===== src/rtl/core/lrp_pkg.sv =====
// ----------------------------------------------------------------------------
// Linear recurrence player package
// Shared widths, codes, sample types and control structs of the player core.
// ----------------------------------------------------------------------------
package lrp_pkg;

    localparam int MAX_ORDER   = 16;
    localparam int ADDR_W      = $clog2(MAX_ORDER);
    localparam int CNT_W       = $clog2(MAX_ORDER + 1);
    localparam int WORD_W      = 32;
    localparam int PROD_W      = 2 * WORD_W;
    localparam int ACC_W       = PROD_W + $clog2(MAX_ORDER);
    localparam int FRAC_SHIFT  = 24;

    // Field and register widths of the port
    localparam int FUNC_W      = 2;
    localparam int INDEX_W     = 5;
    localparam int CFG_IDX_W   = 2;
    localparam int ORDER_W     = 5;
    localparam int SEEDS_W     = 5;
    localparam int BUDGET_W    = 16;

    // Input item functions
    localparam logic [FUNC_W-1:0] FUNC_COEF    = 2'd0;
    localparam logic [FUNC_W-1:0] FUNC_SEED    = 2'd1;
    localparam logic [FUNC_W-1:0] FUNC_RESTART = 2'd2;
    localparam logic [FUNC_W-1:0] FUNC_NEXT    = 2'd3;

    // Configuration register indexes
    localparam logic [CFG_IDX_W-1:0] REG_ORDER        = 2'd0;
    localparam logic [CFG_IDX_W-1:0] REG_SEED_COUNT   = 2'd1;
    localparam logic [CFG_IDX_W-1:0] REG_SAMPLE_COUNT = 2'd2;
    localparam logic [CFG_IDX_W-1:0] REG_LATEST_VALUE = 2'd3;

    localparam logic STATUS_OK      = 1'b0;
    localparam logic STATUS_REFUSED = 1'b1;

    typedef logic signed [WORD_W-1:0] sample_t;

    typedef struct packed {
        logic clear;
        logic shift;
    } cell_ctrl_t;

    typedef struct packed {
        logic clear;
        logic mul_en;
        logic round_en;
    } mac_ctrl_t;

endpackage


===== src/rtl/core/lrp_cell.sv =====
// ----------------------------------------------------------------------------
// Linear recurrence player history cell
// Holds one history word; clears on restart and takes its neighbour's word,
// or the wrap-around word when it is the last active cell, on each shift.
// ----------------------------------------------------------------------------
module lrp_cell (
    input  logic                clk,
    input  logic                rst_n,
    input  lrp_pkg::cell_ctrl_t ctrl,
    input  logic                active,
    input  logic                last,
    input  lrp_pkg::sample_t    neigh_in,
    input  lrp_pkg::sample_t    wrap_in,
    output lrp_pkg::sample_t    q
);

    lrp_pkg::sample_t word_reg;

    always_ff @(posedge clk or negedge rst_n)
    begin
        if (!rst_n)
        begin
            word_reg <= '0;
        end
        else if (ctrl.clear)
        begin
            word_reg <= '0;
        end
        else if (ctrl.shift && active)
        begin
            word_reg <= last ? wrap_in : neigh_in;
        end
    end

    assign q = word_reg;

endmodule


===== config.mk =====
export PLATFORM = sky130hd
export DESIGN_NAME = lrp_cell
export DESIGN_NICKNAME = d
export VERILOG_FILES = /design/src/rtl/core/lrp_pkg.sv /design/src/rtl/core/lrp_cell.sv
export SDC_FILE = /design/constraint.sdc
export NUM_CORES = 1
export LEC_CHECK = 0
export BUFFER_PORTS_ARGS = -buffer_cell sky130_fd_sc_hd__buf_2
export CORE_MARGIN = 3
export CORE_UTILIZATION = 38
export DETAILED_ROUTE_END_ITERATION = 16
export PLACE_DENSITY = 0.75
export SLEW_MARGIN = 20
export SYNTH_ARGS = -nofsm -noshare
export SYNTH_HDL_FRONTEND = slang
export SYNTH_SLANG_ARGS = --single-unit

===== constraint.sdc =====
create_clock -name clk -period 0.8 [get_ports clk]
set_clock_uncertainty 0.1 [all_clocks]
set_input_delay 0.08 -clock clk [delete_from_list [all_inputs] [get_ports clk]]
set_output_delay 0.08 -clock clk [all_outputs]
set_load 0.02 [all_outputs]

# ---- Yosys cells after proc, flatten, opt, wreduce, memory -nomap -nowiden
# Cells that the tools add are included.
dict set report word_totals {
  out_inout_bits 32
  regBits 32
  input_bits 70
}
dict set report classes {
  n_reduce_logical 2
  muxes 3
}
# cell count
set ops {}
lappend ops {{two-way mux 32 bit} 3}
lappend ops {{nonzero test 2 bit} 1}
lappend ops {{logical AND 1 bit} 1}

# ---- Depth between registers and ports, before layout
dict set report depth {
  depth_word 3
  ltp_mapped 4
  ltp_nobuf 2
}

# ---- Worst setup path after synthesis
# Ideal clock, no wire load.
dict set report synth_path {
  path_type {register -> register}
  start {register q[27] (netlist name)}
  end {register word_reg[27], in the netlist q[27]}
  setup_ns 0.122
  slack_ns 0.004
  n_path_buf 0
  stages_incl_launch_ff 2
  arrival_ns 0.574
  path_cell_list {dfrtp_1 -> o2bb2ai_1}
}
# element line_no
set synth_lines {}
lappend synth_lines {{end signal: assignment} lrp_cell.sv:31} ;# word_reg <= last ? wrap_in : neigh_in;
lappend synth_lines {{end: declaration} lrp_cell.sv:17} ;# lrp_pkg::sample_t word_reg;

# ---- Worst setup path in the final report
dict set report layout_path {
  start {register word_reg[30], in the netlist q[30]}
  end {output q[30]}
}
# element line_no
set layout_lines {}
lappend layout_lines {{end: declaration} lrp_cell.sv:14} ;# output lrp_pkg::sample_t q
# No word-level cell between the ends.

==> metrics.yaml <==
status: "finished, violations left"
violations: "hold timing, setup timing"
dp.cells: 252
ys_types: 7
wirelength_um: 4390
io_pins: 102
hold_ws_ps: -22.4
nFillCells: 279
vdd_drop_max_mv: 1.01
cp_max_fo: 2
tns_ps: -6740
grt_pass1_vias: 1447
clk_latency_ps: 270
crit_path_top_delay_cell: "dfrtp_1"
instances_no_fill: 276
design.die.area_mm2: 0.00496
placed_cell_area_mm2: 0.00210
wl_per_cell_um: 15.9
setup_viol_count_final: 48
start_kind: "flip-flop"
synth_top_cell_area_share: 0.508
rrSetupSlack_ps: -60
grt_antenna_before_repair: 0
clock.fmax_ghz: 0.991
synth_cells: 108
syn-cell-area_mm2: 0.00158
cp_num_buf_inv: 1
via_per_inst: 4.97
max_stage_delay_ps: 410
hpwlAfterDp_um: 2730
ys_warn_count: 0
min_from: "neigh_in[25]"
port-buffer-count: 101
slew_viol_final: 0
worst-setup-path-type: "flip-flop to output pin"
ys_ff_latch: 32
dp_slack_ps: -156
reg2reg_from: "q[28]$_DFFE_PN0P_"
drtIter0Drc: 67
critPathCaptureType: "output pin"
finalInstanceArea_mm2: 0.00266
route.vias.total: 1371
synth.area.top_cells: "dfrtp_1 51%, mux2i_1 20%, o2bb2ai_1 18%"
sw_frac_of_total: 0.257
insertedDiodeCount: 0
grt_pass1_wl_um: 6950
m1WireLength_um: 1750
path_cells: "buf_6"
synthesis.nets: 178
postSynthAreaPerCell_um2: 14.6
gp_congestion: 0.711
intPower_uw: 2990
met2_length_um: 2370
clkTransAtPathRegs_ps: 60
finalPower_uw: 4030
drv_cap: 0
drc: 0
p_seq_frac: 0.440
layout_min_cycle_time_ps: 1010
die_w_um: 70.4
hold_path_class: "input pin to flip-flop"
p_clk_frac: 0.322
p_comb_frac: 0.239
drt-pass1-iter-count: 3
power.switching_uw: 1030
die_y_um: 70.4
topRoutingLayerUsed: "met4"
cts_root_buf: "clkbuf_8"
powerDensity_mw_per_mm2: 1510
grtUsageTotal: 0.178
hold_viol_final: 24
antenna_left: 0
cts_tree: "built"
core_area_mm2: 0.00383
timing.rr.end: "q[28]$_DFFE_PN0P_"
cp.arrival_ps: 830
drive_gt1_frac: 0.640
fin_crit_sh: 1.26
start_util: 0.412
largest_reg_flops: 32
most-common-layout-cells: "69 x buf_2, 42 x buf_6, 32 x mux2i_1, 32 x dfrtp_1, 17 x o2bb2ai_1"
h-tree-depth: 2
fp-row-count: 22
min_path_cells: 3
synth_top_cell_by_area: "dfrtp_1"
clock_sinks: 32
max-clock-path-buffers: 2
hold_end: "q[25]$_DFFE_PN0P_"
cp_top_family: "flip-flops"
area_growth_pct: 68.8
cp.depth: 1
setup_slack_ps: -209
final_common_cell: "buf_2"
cts_buffers: 5
wl_met3_um: 226
rsz0062_at_grt: "yes"
r2r_cells: 2
p_leak_uw: 0.00139
tightest_slew_ps: 201
nets: 298
slew_headroom: 0.863
ys_seq_area_frac: 0.508
worstPathRequired_ps: 620
postCtsHoldBufs: 1
grt_max_degree: 33
grt.overflow.total: 0
[cell usage after synthesis]
cell and n:
dfrtp_1 32, mux2i_1 32, o2bb2ai_1 32, buf_6 7, buf_12 3, a21oi_4 1
nand3b_4 1
[cell families (layout without fill, tap and decap cells)]
logic type	Yosys count	in the layout	share of synthesized area
buf+inv	10	130	0.0881
compound gates	33	33	0.188
flops	32	32	0.508
simple gates	1	1	0.0127
mux	32	32	0.203
[worst min-delay path, stage by stage]
cell and delay, ps:
buf_2 80, mux2i_1 50, o2bb2ai_1 110
[area by class of cell]
cell class                 instances  area [um2]  area share
timing repair buffer             123         973       0.366
sequential                        32         801       0.301
tap                               48        60.1      0.0226
clock buffer                       7        96.3      0.0362
multi-input combinational         66         731       0.275
[power by group through the flow]
stage                     sequential (uW)  combinational [uW]  clock [uW]
final                                1770                 961        1300
after global placement               1770                 727           0
after global routing                 1780                1040        1420
after floorplan                      1880                 304           0
after detailed placement             1770                 733           0
after CTS                            1760                 924        1340
[how the worst max path moves through the flow]
| stage | endpoint | startpoint | slack [ps] |
|---|---|---|---|
| finish | q[30] | q[30]$_DFFE_PN0P_ | -210 |
| global route | q[30] | q[30]$_DFFE_PN0P_ | -230 |
| CTS | q[25] | q[25]$_DFFE_PN0P_ | -210 |
| detailed placement | q[7]$_DFFE_PN0P_ | last | -160 |
| global placement | q[19]$_DFFE_PN0P_ | last | -130 |
| floorplan | q[27]$_DFFE_PN0P_ | q[27]$_DFFE_PN0P_ | 4 |
[what timing repair did]
item / in CTS / in global routing
cloned: 0 / 0
endpoints found under the hold margin: 59 / 8
setup buffers: 13 / 6
gates resized for setup: 77 / 12
setup endpoints to repair: 32 / 45
[routing by layer]
metal  vias to the layer above  GRT usage
met3                         5     0.0331
met5                         -          0
li1                        660          -
met4                         0     0.0638
met1                       653      0.209
met2                        53      0.320
[metrics by stage]
step / hold WS [ps] / utilization
after detailed placement: -54.6 / 0.550
after floorplan: -316 / -
after CTS: -30.1 / 0.677
after global routing: -20.8 / 0.696
final: -22.4 / 0.696
after global placement: -53.5 / 0.550
Note: power is estimated with default switching activity, not from simulation.
