**config.mk**
```make
export PLATFORM = sky130hd
export DESIGN_NAME = lrp_mac
export DESIGN_NICKNAME = d
export VERILOG_FILES = /design/src/rtl/core/lrp_pkg.sv /design/src/rtl/core/lrp_mac.sv
export SDC_FILE = /design/constraint.sdc
export NUM_CORES = 2
export LEC_CHECK = 0
export CAP_MARGIN = 0
export CORE_MARGIN = 5
export CORE_UTILIZATION = 55
export CTS_CLUSTER_SIZE = 10
export DETAILED_ROUTE_END_ITERATION = 12
export DONT_BUFFER_PORTS = 1
export PLACE_DENSITY = 0.73
export SYNTH_ARGS = -nofsm -noshare
export SYNTH_HDL_FRONTEND = slang
export SYNTH_SLANG_ARGS = --single-unit
```
**constraint.sdc**
```tcl
create_clock -name clk -period 3.55 [get_ports clk]
set_clock_uncertainty 0.1 [all_clocks]
set_input_delay 0.1775 -clock clk [delete_from_list [all_inputs] [get_ports clk]]
set_output_delay 0.1775 -clock clk [all_outputs]
set_load 0.03 [all_outputs]
```
**src/rtl/core/lrp_pkg.sv**
```systemverilog
// ----------------------------------------------------------------------------
// Linear recurrence player package
// Shared widths, codes, sample types and control structs of the player core.
// ----------------------------------------------------------------------------
package lrp_pkg;

    localparam int MAX_ORDER   = 16;
    localparam int ADDR_W      = $clog2(MAX_ORDER);
    localparam int CNT_W       = $clog2(MAX_ORDER + 1);
    localparam int WORD_W      = 32;
    localparam int PROD_W      = 2 * WORD_W;
    localparam int ACC_W       = PROD_W + $clog2(MAX_ORDER);
    localparam int FRAC_SHIFT  = 24;

    // Field and register widths of the port
    localparam int FUNC_W      = 2;
    localparam int INDEX_W     = 5;
    localparam int CFG_IDX_W   = 2;
    localparam int ORDER_W     = 5;
    localparam int SEEDS_W     = 5;
    localparam int BUDGET_W    = 16;

    // Input item functions
    localparam logic [FUNC_W-1:0] FUNC_COEF    = 2'd0;
    localparam logic [FUNC_W-1:0] FUNC_SEED    = 2'd1;
    localparam logic [FUNC_W-1:0] FUNC_RESTART = 2'd2;
    localparam logic [FUNC_W-1:0] FUNC_NEXT    = 2'd3;

    // Configuration register indexes
    localparam logic [CFG_IDX_W-1:0] REG_ORDER        = 2'd0;
    localparam logic [CFG_IDX_W-1:0] REG_SEED_COUNT   = 2'd1;
    localparam logic [CFG_IDX_W-1:0] REG_SAMPLE_COUNT = 2'd2;
    localparam logic [CFG_IDX_W-1:0] REG_LATEST_VALUE = 2'd3;

    localparam logic STATUS_OK      = 1'b0;
    localparam logic STATUS_REFUSED = 1'b1;

    typedef logic signed [WORD_W-1:0] sample_t;

    typedef struct packed {
        logic clear;
        logic shift;
    } cell_ctrl_t;

    typedef struct packed {
        logic clear;
        logic mul_en;
        logic round_en;
    } mac_ctrl_t;

endpackage

```
**src/rtl/core/lrp_mac.sv**
```systemverilog
// ----------------------------------------------------------------------------
// Linear recurrence player multiply-accumulate unit
// One registered 32x32 product per cycle into an exact accumulator, then a
// negate-and-round stage and a saturation to a Q16.16 word.
// ----------------------------------------------------------------------------
module lrp_mac (
    input  logic               clk,
    input  logic               rst_n,
    input  lrp_pkg::mac_ctrl_t ctrl,
    input  lrp_pkg::sample_t   coef,
    input  lrp_pkg::sample_t   tap,
    output logic               busy,
    output lrp_pkg::sample_t   sample
);

    localparam int RND_W = lrp_pkg::ACC_W + 1;
    localparam int SHF_W = RND_W - lrp_pkg::FRAC_SHIFT;
    localparam int TOP_W = SHF_W - lrp_pkg::WORD_W + 1;
    localparam logic signed [RND_W-1:0] RND_HALF =
        RND_W'(1) << (lrp_pkg::FRAC_SHIFT - 1);

    logic signed [lrp_pkg::PROD_W-1:0] prod_reg;
    logic                              prod_v_reg;
    logic signed [lrp_pkg::ACC_W-1:0]  acc_reg;
    logic signed [RND_W-1:0]           rnd_reg;
    logic [SHF_W-1:0]                  shf;
    logic [TOP_W-1:0]                  top_bits;

    always_ff @(posedge clk or negedge rst_n)
    begin
        if (!rst_n)
        begin
            prod_v_reg <= 1'b0;
        end
        else
        begin
            prod_v_reg <= ctrl.mul_en;
        end
    end

    always_ff @(posedge clk)
    begin
        if (ctrl.mul_en)
        begin
            prod_reg <= coef * tap;
        end
        if (ctrl.clear)
        begin
            acc_reg <= '0;
        end
        else if (prod_v_reg)
        begin
            acc_reg <= acc_reg + lrp_pkg::ACC_W'(prod_reg);
        end
        if (ctrl.round_en)
        begin
            rnd_reg <= RND_HALF - RND_W'(acc_reg);
        end
    end

    // Arithmetic shift by the coefficient fraction, then clamp to 32 bits
    assign shf      = rnd_reg[RND_W-1:lrp_pkg::FRAC_SHIFT];
    assign top_bits = shf[SHF_W-1:lrp_pkg::WORD_W-1];

    always_comb
    begin
        if ((top_bits == '0) || (top_bits == '1))
        begin
            sample = $signed(shf[lrp_pkg::WORD_W-1:0]);
        end
        else if (shf[SHF_W-1])
        begin
            sample = {1'b1, {(lrp_pkg::WORD_W-1){1'b0}}};
        end
        else
        begin
            sample = {1'b0, {(lrp_pkg::WORD_W-1){1'b1}}};
        end
    end

    assign busy = prod_v_reg;

endmodule

```
Yosys cells after proc, flatten, opt, wreduce, memory -nomap -nowiden
Cells that the tools add are included.
Storage, ports and cells
  bits of input ports: 69
  word-level logic and storage cells: 12
  output and inout port bits: 33
  register bits after elaboration: 202
Operators by class
  add/subtract/negate cells: 2
  reduce and logical (&&, ||, !) cells: 2
  eq/ne operators: 1
  $mul: 1
  mux-type cells: 2
Operator list (number)
  subtractor 25 x 68 -> 69 bit (first input constant): 1
  adder 68 x 64 -> 68 bit: 1
  multiplier 32 x 32 -> 64 bit: 1
  two-way mux 32 bit: 2
  == test 14 bit (second input constant): 1
  logical NOT 14 bit: 1
  logical OR 1 bit: 1

Longest topological paths before layout
  depth after elaboration: 3
  mapped depth: 31
  gate-level depth less buffers: 29

Least setup slack after synthesis
OpenSTA, ideal clock, no wires.
  path type: input-to-reg
  start point: input port tap[2]
  end point: register prod_reg[61] (netlist name), data pin
  arrival time: 7.532 ns
  buffers on the path: 2
  stages: 22
  library setup time: 0.270 ns
  path slack: -4.352 ns
  data required time: 3.180 ns
  cell sequence: clkbuf_1 > nand2_1 > inv_1 > fa_1 > fa_1 > fa_1 > fa_1 > fa_1 > fa_1 > fa_1 > fa_1 > ha_1 > clkbuf_1 > nand4_1 > or3_1 > or2_2 > o21a_1 > o21bai_1 > a311o_1 > or3b_2 > a311oi_1 > xor2_1
Between the ends
  longest elaborated chain between the ends: 1
RTL lines
  from (decl): RTL line lrp_mac.sv:11  | input lrp_pkg::sample_t tap,
  multiplier 32 x 32 -> 64 bit: RTL line lrp_mac.sv:45  | prod_reg <= coef * tap;
  to (signal assigned): RTL line lrp_mac.sv:45
  to (decl): RTL line lrp_mac.sv:22  | logic signed [lrp_pkg::PROD_W-1:0] prod_reg;
Every way passes these cells.
A chain may end at the register's enable or synchronous reset.

Worst setup path after layout
  start point: input port tap[5]
  end point: register prod_reg[61] (netlist name), data pin
Same word-level chain as after synthesis.

==> flow_summary_export.csv <==
group,metric,value,unit
cts,cts.clk_slew.worst_paths,0.08,ns
synth,ys_seq_area_frac,0.09994,
cts,cts_tree,"done",
critical_path,cp.arrival,7.19,ns
detailed_routing,drt_iter0_drc,2422,
sta,worst_pin_slew,0.9582,ns
critical_path,reg2reg_depth,14,
critical_path,slowest_stage,"fa_1",
sta,finalSetupViolCount,68,
sta,fin_ws,-3.552,ns
synth,syn_avg_cell_area,9.417,um2
global_routing,grt_max_degree,74,
cells_and_area,final_core_util,0.6396,
placement,portBuffers,0,
detailed_routing,dr.pass1.iters,5,
placement,detailed_place_hpwl,96070,um
detailed_routing,vias,34860,
cells_and_area,final_common_cell,"fa_1",
die,num_io_pins,102,
critical_path,endpoint_kind,"flip-flop",
sta,rsz0062_at_grt,"true",
sta,min_period,7.102,ns
critical_path,crit_type,"input port to flip-flop",
cells_and_area,layout_common_cells,"1060 x fa_1, 994 x inv_1, 548 x nand2_1",
hold_path,hold_path_class,"input port to flip-flop",
cells_and_area,fill_cells,6670,
cells_and_area,area_growth_syn_to_layout,14.98,%
sta,hold_viol,0,
critical_path,r2r_slack,-0.22,ns
cts,cts-buffers-inserted,17,
die,rows,106,
synth,synth_seq_cells,178,
global_routing,grt_usage,0.2764,
synth,synth_area_leader_cell,"fa_1",
outcome,violations,"negative setup slack",
synth,syn-cell-area,46620,um2
synth,syn-num-nets,6354,
sta,drv_slew,0,
synth,ys_types,80,
cts,cts_max_level,4,
cells_and_area,final_nets,6607,
global_routing,grt_pass1_wl,200300,um
die,die-area,90690,um2
critical_path,crit_required,3.64,ns
sta,relSlewSlack,0.3544,
synth,async_flop_share,0.005618,
global_routing,grt_pass1_vias,37690,
detailed_routing,wl_per_cell,19.50,um
critical_path,cpMostUsedCell,"fa_1",
synth,yosysWarnings,0,
outcome,status,"complete, but fails checks",
die,die_h,301.2,um
die,start_util,0.5562,
synth,syn_inst,4951,
cts,clockBufferDepth,2,
die,die_x,301.2,um
cts,clock_tree.root_cell,"clkbuf_16",
synth,synth_edf_count,109,
synth,synthFlopType,"edfxtp_1",
placement,gp_congestion,0.9283,
detailed_routing,ant_nets,0,
synth,synthTopCellsByArea,"fa_1 47%, inv_1 8.2%, edfxtp_1 7.0%",
hold_path,worstHoldStart,"tap[1]",
critical_path,startpoint,"tap[5]",
global_routing,antenna_found_initial,0,
critical_path,start_kind,"input port",
critical_path,timing.rr.start,"prod_reg[13]",
cells_and_area,drive_above_1_share,0.1604,
critical_path,rr_endpoint,"acc_reg[66]",
detailed_routing,wl,123900,um
cells_and_area,largest_reg_flops,68,
global_routing,overflow,0,
cts,clock_latency,0.45,ns
detailed_routing,drc,0,
die,core,83820,um2
sta,timing.fmax,140.8,MHz
cells_and_area,antenna_cells,0,
critical_path,endpoint,"prod_reg[61]",
detailed_routing,vias_per_cell,5.488,
critical_path,cp_max_fo,32,
synth,yosys.area.top_type_share,0.4650,
sta,fin_crit_sh,2.001,
critical_path,critPathMaxStageDelay,0.55,ns
cts,clock_sinks,178,
run,drv_cap,0,
-- final cells by class --
cell class	count	area, um2	share of cell area
Sequential cell	178	4678	0.08727
Multi-Input combinational cell	3500	39070	0.7288
Clock inverter	15	202.7	0.003781
Inverter	1018	3825	0.07135
Clock buffer	17	425.4	0.007936
Tap cell	1134	1419	0.02647
Timing Repair Buffer	489	3989	0.07441
-- timing repair --
item | in CTS | in global routing
endpoints found under the hold margin | 181 | 0
hold buffers | 11 | 0
setup endpoints to repair | 85 | 93
resized for setup | 192 | 162
pin swaps | 162 | 147
buffers inserted | 65 | 43
-- metrics by stage --
step	area [um2]	setup WS (ns)	setup TNS (ns)	instances	hold slack, ns
floorplan	47640	-3.961	-156.12	4951	-0.2181
global placement	50790	-4.060	-179.65	6250	-0.2180
detailed placement	50790	-4.165	-182.98	6250	-0.2180
CTS	52780	-3.481	-146.43	6337	0.09683
global route	53610	-3.711	-162.03	6351	0.1085
finish	53610	-3.552	-152.57	6351	0.1091
-- how the worst min path moves through the flow --
stage                  end  slack (ns)  depth (start not counted)
2_1_floorplan         busy       -0.22                          0
3_3_place_gp          busy       -0.22                          0
3_5_place_dp          busy       -0.22                          0
4_1_cts        prod_reg[2]         0.1                          3
5_1_grt        prod_reg[2]        0.11                          3
6_report       prod_reg[2]        0.11                          3
-- cell usage after synthesis (6+ instances only) --
| cell | instances |
|---|---|
| ha_1 | 251 |
| or3_1 | 10 |
| fa_1 | 1083 |
| mux2i_1 | 50 |
| dfxtp_1 | 68 |
| o21bai_1 | 22 |
| a21oi_1 | 135 |
| buf_1 | 7 |
| nand2_1 | 574 |
| nor2_1 | 180 |
| a311o_1 | 6 |
| xor2_1 | 52 |
| and2_1 | 519 |
| nand4_1 | 31 |
| nor4_1 | 15 |
| nand3_1 | 32 |
| nand2b_1 | 24 |
| nor3_1 | 33 |
| inv_1 | 1017 |
| o21a_1 | 15 |
| o21ai_0 | 106 |
| clkbuf_1 | 246 |
| a21o_1 | 72 |
| a31oi_1 | 20 |
| a21boi_0 | 6 |
| and3_1 | 11 |
| nor2b_1 | 24 |
| xnor2_1 | 111 |
| a211oi_1 | 17 |
| edfxtp_1 | 109 |
-- logic make-up (layout without fill, tap and decap cells) --
group | after synthesis | after routing | synth area share
buffers and inverters | 1273 | 1539 | 0.1025
xor gates and xnor gates | 163 | 163 | 0.03062
DFF | 178 | 178 | 0.09994
muxes | 51 | 51 | 0.01098
and+or+nand+nor | 1493 | 1493 | 0.1612
AOI/OAI and AO/OA | 459 | 459 | 0.06229
adders and majority gates | 1334 | 1334 | 0.5324
-- layer usage --
layer	routed length (um)	global-route usage
met2	56510	0.4345
met3	12260	0.07408
met1	51970	0.3884
met4	3140	0.06595
met5	0	0
-- critical path, delay by kind of cell --
family | cells | cell delay, ns
AO/OA/AOI/OAI | 9 | 1.84
buffers and inverters | 6 | 0.31
adder cells (fa/ha/maj) | 9 | 4.15
AND/OR/NAND/NOR | 3 | 0.52
XOR/XNOR | 1 | 0.17
Power is left out: the tool's default activity adds up to more than one toggle a clock period on the data nets, which glitch-free logic cannot reach.
